===== config.mk =====
export PLATFORM = sky130hd
export DESIGN_NAME = eprt_cordic
export DESIGN_NICKNAME = d
export VERILOG_FILES = /design/src/design/eprt_pkg.sv /design/src/design/eprt_cordic.sv
export SDC_FILE = /design/constraint.sdc
export NUM_CORES = 2
export LEC_CHECK = 0
export BUFFER_PORTS_ARGS = -buffer_cell sky130_fd_sc_hd__buf_2
export CORE_MARGIN = 2
export CORE_UTILIZATION = 30
export DETAILED_ROUTE_END_ITERATION = 7
export GPL_ROUTABILITY_DRIVEN = 0
export MAX_ROUTING_LAYER = met4
export PLACE_DENSITY = 0.45
export REMOVE_ABC_BUFFERS = 1
export SLEW_MARGIN = 20
export SYNTH_ARGS = -nofsm -noshare
export SYNTH_HDL_FRONTEND = slang
export SYNTH_SLANG_ARGS = --single-unit
export TNS_END_PERCENT = 10

===== constraint.sdc =====
create_clock -name i_clk -period 7 [get_ports i_clk]
set_input_delay 0 -clock i_clk [delete_from_list [all_inputs] [get_ports i_clk]]
set_output_delay 0 -clock i_clk [all_outputs]
set_load 0.1 [all_outputs]

===== src/design/eprt_pkg.sv =====
// ----------------------------------------------------------------------------
// eprt_pkg
// shared widths, fixed-point constants and the cordic arctangent table
// ----------------------------------------------------------------------------
package eprt_pkg;

    localparam int CORDIC_STEPS_DEF   = 16;
    localparam int COEF_FRAC_BITS_DEF = 14;
    localparam int ATAN_ENTRIES       = 24;

    // widths of the q30 datapath
    localparam int XW = 33;   // cosine / sine
    localparam int ZW = 34;   // residual angle
    localparam int PW = 67;   // q60 products and sums

    localparam int AW = 16;   // angle field
    localparam int TW = 32;   // translation field
    localparam int CW = 16;   // coefficient field

    typedef logic signed [XW-1:0] t_xy;
    typedef logic signed [ZW-1:0] t_z;
    typedef logic signed [PW-1:0] t_prod;
    typedef logic signed [AW-1:0] t_angle;
    typedef logic signed [TW-1:0] t_trans;
    typedef logic signed [CW-1:0] t_coef;

    typedef struct packed {
        t_trans x;
        t_trans y;
        t_trans z;
    } t_pos;

    localparam t_xy GAIN_Q30    = XW'(652032874);
    localparam t_z  PI_Q30      = ZW'(64'sd3373259426);
    localparam t_z  HALF_PI_Q30 = ZW'(64'sd1686629713);

    // floor(atan(2^-i) * 2^30)
    function automatic t_z atan_q30(input int idx);
        t_z v;
        case (idx)
            0:  v = ZW'(843314856);
            1:  v = ZW'(497837829);
            2:  v = ZW'(263043836);
            3:  v = ZW'(133525158);
            4:  v = ZW'(67021686);
            5:  v = ZW'(33543515);
            6:  v = ZW'(16775850);
            7:  v = ZW'(8388437);
            8:  v = ZW'(4194282);
            9:  v = ZW'(2097149);
            10: v = ZW'(1048575);
            11: v = ZW'(524287);
            12: v = ZW'(262143);
            13: v = ZW'(131071);
            14: v = ZW'(65535);
            15: v = ZW'(32767);
            16: v = ZW'(16383);
            17: v = ZW'(8191);
            18: v = ZW'(4095);
            19: v = ZW'(2047);
            20: v = ZW'(1023);
            21: v = ZW'(511);
            22: v = ZW'(255);
            23: v = ZW'(127);
            default: v = '0;
        endcase
        return v;
    endfunction

endpackage


===== src/design/eprt_cordic.sv =====
// ----------------------------------------------------------------------------
// eprt_cordic
// pipelined rotation-mode cordic: quadrant fold stage plus one stage per step
// ----------------------------------------------------------------------------
module eprt_cordic #(
    parameter int STEPS = 16
) (
    input  logic                  i_clk,
    input  logic [STEPS:0]        i_en,
    input  eprt_pkg::t_angle      i_angle,
    output eprt_pkg::t_xy         o_cos,
    output eprt_pkg::t_xy         o_sin
);
    import eprt_pkg::*;

    t_xy  r_x   [0:STEPS];
    t_xy  r_y   [0:STEPS];
    t_z   r_z   [0:STEPS];
    logic r_neg [0:STEPS-1];

    // fold angle into +-pi/2
    t_z   n_z0;
    logic n_neg0;
    t_z   w_ang;

    assign w_ang = t_z'({{(ZW-AW-17){i_angle[AW-1]}}, i_angle, 17'b0});

    always_comb begin
        n_z0   = w_ang;
        n_neg0 = 1'b0;
        if (w_ang > HALF_PI_Q30) begin
            n_z0   = w_ang - PI_Q30;
            n_neg0 = 1'b1;
        end else if (w_ang < -HALF_PI_Q30) begin
            n_z0   = w_ang + PI_Q30;
            n_neg0 = 1'b1;
        end
    end

    always_ff @(posedge i_clk) begin
        if (i_en[0]) begin
            r_x[0]   <= GAIN_Q30;
            r_y[0]   <= '0;
            r_z[0]   <= n_z0;
            r_neg[0] <= n_neg0;
        end
    end

    for (genvar k = 1; k <= STEPS; k++) begin : g_step
        localparam t_z ATAN = atan_q30(k - 1);
        t_xy n_x;
        t_xy n_y;
        t_z  n_z;

        always_comb begin
            if (r_z[k-1] >= 0) begin
                n_x = r_x[k-1] - (r_y[k-1] >>> (k - 1));
                n_y = r_y[k-1] + (r_x[k-1] >>> (k - 1));
                n_z = r_z[k-1] - ATAN;
            end else begin
                n_x = r_x[k-1] + (r_y[k-1] >>> (k - 1));
                n_y = r_y[k-1] - (r_x[k-1] >>> (k - 1));
                n_z = r_z[k-1] + ATAN;
            end
        end

        if (k == STEPS) begin : g_last
            // undo the fold by negating both outputs
            always_ff @(posedge i_clk) begin
                if (i_en[k]) begin
                    r_x[k] <= r_neg[k-1] ? -n_x : n_x;
                    r_y[k] <= r_neg[k-1] ? -n_y : n_y;
                    r_z[k] <= n_z;
                end
            end
        end else begin : g_mid
            always_ff @(posedge i_clk) begin
                if (i_en[k]) begin
                    r_x[k]   <= n_x;
                    r_y[k]   <= n_y;
                    r_z[k]   <= n_z;
                    r_neg[k] <= r_neg[k-1];
                end
            end
        end
    end

    assign o_cos = r_x[STEPS];
    assign o_sin = r_y[STEPS];

endmodule


* Word-level counts from Yosys, hierarchy flattened
Memory sizes are Yosys's and may differ from the RTL's.
Cells that the tools add are included.
** Word-level totals
- Bits in registers :: 0
- Bits in latches :: 0
- RAM bits :: 1716
- ROM bits :: 0
- Output and inout port bits :: 66
- Memories kept :: 4
** Memory list
- r_z :: depth 17, bits a word 34, rd ports 16, clocked after memory_dff 0, wr ports 17, RTL line eprt_cordic.sv:18 : t_z r_z [0:STEPS];
- r_x :: depth 17, bits a word 33, rd ports 17, clocked after memory_dff 0, wr ports 17, RTL line eprt_cordic.sv:16 : t_xy r_x [0:STEPS];
- r_y :: depth 17, bits a word 33, rd ports 17, clocked after memory_dff 0, wr ports 17, RTL line eprt_cordic.sv:17 : t_xy r_y [0:STEPS];
- r_neg :: depth 16, bits a word 1, rd ports 16, clocked after memory_dff 0, wr ports 16, RTL line eprt_cordic.sv:19 : logic r_neg [0:STEPS-1];
** Cells by class
- Add/sub/neg operators :: 99
- Multipliers :: 0
- Divide/modulo/power cells :: 0
- Order comparisons :: 18
- Equality and inequality tests :: 0
- Shift operators :: 0
- Muxes and demuxes :: 88
- Bitwise gates (word level) :: 0
- Reductions and logical operators :: 0
** Operators with widths (count)
- 2-to-1 mux 33 bit :: 34
- 2-to-1 mux 34 bit :: 18
- greater-or-equal comparator 34 x 1 -> 1 bit, second input constant :: 16
- adder 33 x 18 -> 33 bit :: 2
- adder 33 x 19 -> 33 bit :: 2
- adder 33 x 20 -> 33 bit :: 2
- adder 33 x 21 -> 33 bit :: 2
- adder 33 x 22 -> 33 bit :: 2
- adder 33 x 23 -> 33 bit :: 2
- adder 33 x 24 -> 33 bit :: 2
- adder 33 x 25 -> 33 bit :: 2
- adder 33 x 26 -> 33 bit :: 2
- adder 33 x 27 -> 33 bit :: 2
- adder 33 x 28 -> 33 bit :: 2
- adder 33 x 29 -> 33 bit :: 2
- adder 33 x 30 -> 33 bit :: 2
- adder 33 x 31 -> 33 bit :: 2
- adder 33 x 32 -> 33 bit :: 2
- negation 33 bit :: 2
- subtractor 33 x 18 -> 33 bit :: 2
- subtractor 33 x 19 -> 33 bit :: 2
- subtractor 33 x 20 -> 33 bit :: 2
- subtractor 33 x 21 -> 33 bit :: 2
- subtractor 33 x 22 -> 33 bit :: 2
- 49 further kinds :: 95

* Logic depth before layout (Yosys ltp)
An unclocked memory read counts as a cell.
- Word-level depth :: 5
- Mapped depth :: 23
- Depth with buffers taken out :: 21

* Worst setup path before layout
No wires, ideal clock.
- Path kind :: register to register
- From :: memory r_z[0][373] (netlist bit)
- To :: memory r_x[1][131] (netlist bit) (data pin)
- Setup time :: 0.260 ns
- Data arrival time :: 5.067 ns
- Setup slack :: 1.673 ns
- Cell stages (with the launch flop) :: 22
- Period minus slack after synthesis :: 5.327 ns
- Cells stage by stage :: edfxtp_1 -> inv_1 -> ha_1 -> nor4b_1 -> nand4_1 -> nor2_1 -> nor2_1 -> clkinv_1 -> buf_1 -> mux2i_1 -> fa_1 -> a21o_1 -> a21oi_1 -> o211ai_1 -> a221oi_1 -> o211ai_1 -> a211oi_1 -> nor4_1 -> or4_1 -> a221o_1 -> a21oi_1 -> xnor2_1
** RTL lines (RTL line)
- start: declaration :: eprt_cordic.sv:18
- end: declaration :: eprt_cordic.sv:16

==> impl_metrics.json <==
{
  "run_status": "completed",
  "initial_utilization_pct": 30.1,
  "die_width_um": 645,
  "grt_start_max_net_pins": 76,
  "std_cell_rows": 235,
  "worst_slew_margin_rel_pct": 23.4,
  "cts_htree_levels": 4,
  "critical_path.slowest_cell": "sky130_fd_sc_hd__o41ai_2",
  "clkTransAtPathRegs_ns": 0.06,
  "nets": 14484,
  "timing.critical_path.buf_inv": 0,
  "critical_path_arrival_ns": 6.70,
  "grt_antenna_before_repair": 7,
  "critical-path-top-delay-family": "simple AND/OR/NAND/NOR gates",
  "detail-route-antenna-nets": 0,
  "avgViaCountPerCell": 5.06,
  "instances_no_fill": 18606,
  "port-buffer-count": 99,
  "worstSkewPairLatency_ns": 0.90,
  "grt_pass1_wl_um": 542000,
  "grt_pass1_vias": 92982,
  "fp.dieH_um": 645,
  "syn-cell-area_mm2": 0.123,
  "synthToLayoutAreaGrowth_pct": 11.3,
  "ctsRootBufferMaster": "sky130_fd_sc_hd__clkbuf_16",
  "wirelength_um": 346000,
  "synth_enable_flop_cells": 1461,
  "ys_types": 96,
  "numClockSinks": 1461,
  "final_period_minus_worst_setup_slack_ns": 6.07,
  "core_area_mm2": 0.410,
  "synthDominantCellAreaShare_pct": 35.6,
  "place_inst": 18198,
  "timing.final.max_slew_violations": 0,
  "setup_repair_after_global_routing_missed_its_margin": "no",
  "floorplan.io_pins": 100,
  "maxCapViolations": 0,
  "postSynthAreaPerCell_um2": 9.68,
  "synthFlopType": "sky130_fd_sc_hd__edfxtp_1",
  "fmax_ghz": 0.165,
  "numCtsBuffers": 187,
  "cts_tree": "built",
  "crit_path_cell_trace": "or4_1, or2_2, or4_1, nand2b_1, o41ai_2, mux2i_1, ha_1, nand4_1, nor2b_1, nand2_1, o21ai_0, nand4_1, and4_1, nor4_1, nand3_1, o41ai_1, xnor2_1",
  "cts.repair.resized": 0,
  "finalSetupTns_ns": 0,
  "drtIter0Drc": 4966,
  "die_area_mm2": 0.416,
  "cts_max_path_buffers": 4,
  "timing_hold_violations_final": 0,
  "detailed_place_hpwl_um": 279000,
  "netlist_instances": 12739,
  "grt_use_total_pct": 16.7,
  "setup_viol": 0,
  "tightest_slew_ns": 1.14,
  "critPathLaunchType": "flop",
  "timing.critical_path.fanout_max": 7,
  "post-synth-top-count-cell": "sky130_fd_sc_hd__edfxtp_1",
  "seq_total_area_yosys_pct": 35.6,
  "yosys_register_bits": 1461,
  "critPathCaptureType": "flop",
  "drive_gt1_share_pct": 4.60,
  "synthArstFlopShare_pct": 0,
  "worst-endpoint-required_ns": 7.63,
  "final.period_utilization_pct": 86.8,
  "yosys-top-cells-area": "sky130_fd_sc_hd__edfxtp_1 36%, sky130_fd_sc_hd__ha_1 14%, sky130_fd_sc_hd__xnor2_1 8.6%, sky130_fd_sc_hd__a21oi_1 4.7%, sky130_fd_sc_hd__xor2_1 4.5%",
  "kind_of_critical_path": "flop to flop",
  "worst_clock_skew_ns": 0.0525,
  "postLayoutCellArea_mm2": 0.137,
  "drt_pass1_iterations": 6,
  "gr-total-overflow": 0,
  "netlist_top_cells_count": "1,461 x sky130_fd_sc_hd__edfxtp_1, 1,409 x sky130_fd_sc_hd__ha_1, 1,205 x sky130_fd_sc_hd__xnor2_1",
  "drt_wl_cell_um": 18.6,
  "synth_largest_area_cell": "sky130_fd_sc_hd__edfxtp_1",
  "route.detailed.drc": 0,
  "yosysWarnings": 0,
  "via_count": 94166,
  "placed_area_mm2": 0.131,
  "hold_path_class": "input port to flop",
  "fillCellCount": 42032,
  "timing.critical_path.slowest_cell_delay_ns": 0.59
}
layout by cell type (no fill, tap or decap), types with 149 or more instances in the layout:
cell,netlist,layout
sky130_fd_sc_hd__o21a_1,175,175
sky130_fd_sc_hd__o21ai_0,702,702
sky130_fd_sc_hd__nand2b_1,191,191
sky130_fd_sc_hd__xor2_1,638,638
sky130_fd_sc_hd__a21oi_1,1148,1148
sky130_fd_sc_hd__ha_1,1409,1409
sky130_fd_sc_hd__nor2_1,868,863
sky130_fd_sc_hd__o21bai_1,217,217
sky130_fd_sc_hd__xnor2_1,1205,1205
sky130_fd_sc_hd__inv_1,589,588
sky130_fd_sc_hd__nor3_1,261,261
sky130_fd_sc_hd__a21o_1,610,610
sky130_fd_sc_hd__clkbuf_16,0,189
sky130_fd_sc_hd__o31ai_1,229,228
sky130_fd_sc_hd__nand3_1,248,248
sky130_fd_sc_hd__nor2b_1,149,149
sky130_fd_sc_hd__nand2_1,730,730
sky130_fd_sc_hd__edfxtp_1,1461,1461
cell type report:
cell class	instances	area (µm²)	share of cell area [%]
antenna	2	5.00	0.00364
clock buffer	224	4860	3.54
clock inverter	117	1150	0.835
inverter	598	2240	1.63
multi-input combinational	10518	76700	55.8
sequential	1461	43900	31.9
tap	5451	6820	4.97
timing repair buffer	235	1740	1.26
worst paths after layout:
kind	from	to	slack (ns)	depth (start not counted)
setup / recovery	r_x[1][249]	r_y[2][32]	0.93	17
hold / removal	i_angle[8]	r_z[0][25]	0.12	3
setup reg to reg	r_x[1][249]	r_y[2][32]	0.93	17
hold reg to reg	r_neg[5]	r_neg[6]	0.42	0
timing repair:
item                       in CTS  in global routing
hold endpoints to repair      746                  0
setup buffers                   0                  0
hold buffers                   65                  0
setup endpoints to repair       0                  0
registers in the layout (all words and copies together) (netlist names):
name   cells
r_z      480
r_y      496
r_x      471
r_neg     14
stage by stage:
| step | util (%) | hold WS (ns) | setup WS, ns |
|---|---|---|---|
| 2_1_floorplan | - | 0.112 | -0.629 |
| 4_1_cts | 33.5 | 0.0124 | 0.918 |
| 6_report | 33.5 | 0.117 | 0.926 |
| 5_1_grt | 33.5 | 0.0914 | 0.452 |
| 3_3_place_gp | 31.9 | 0.345 | 0.974 |
| 3_5_place_dp | 31.9 | 0.349 | 0.945 |
metal layers:
metal | wire (µm) | vias up | global-route usage (%)
li1 | - | 48336 | -
met1 | 154000 | 44311 | 20.0
met2 | 176000 | 1126 | 30.1
met4 | 7830 | 0 | 3.83
met5 | 0 | - | -
met3 | 8790 | 393 | 1.49
cells by family (layout without fill, tap and decap cells):
logic type / Yosys count / after routing / synth area share, %
AOI/OAI and AO/OA: 3908 / 3908 / 20.5
and+or+nand+nor: 3248 / 3248 / 13.0
xor gates and xnor gates: 1843 / 1843 / 13.1
DFF: 1461 / 1461 / 35.6
adders and majority gates: 1449 / 1449 / 14.9
buffers and inverters: 760 / 1174 / 2.33
muxes: 70 / 70 / 0.575
other: 0 / 2 / 0
tightest hold or removal path: cells and delay by family:
kind                   cells  cell delay, ns
buffers and inverters      2            0.69
XOR/XNOR                   1            0.13
Power is not shown: default switching activity piles up to over one toggle a cycle in this logic, so the estimate is an artifact.
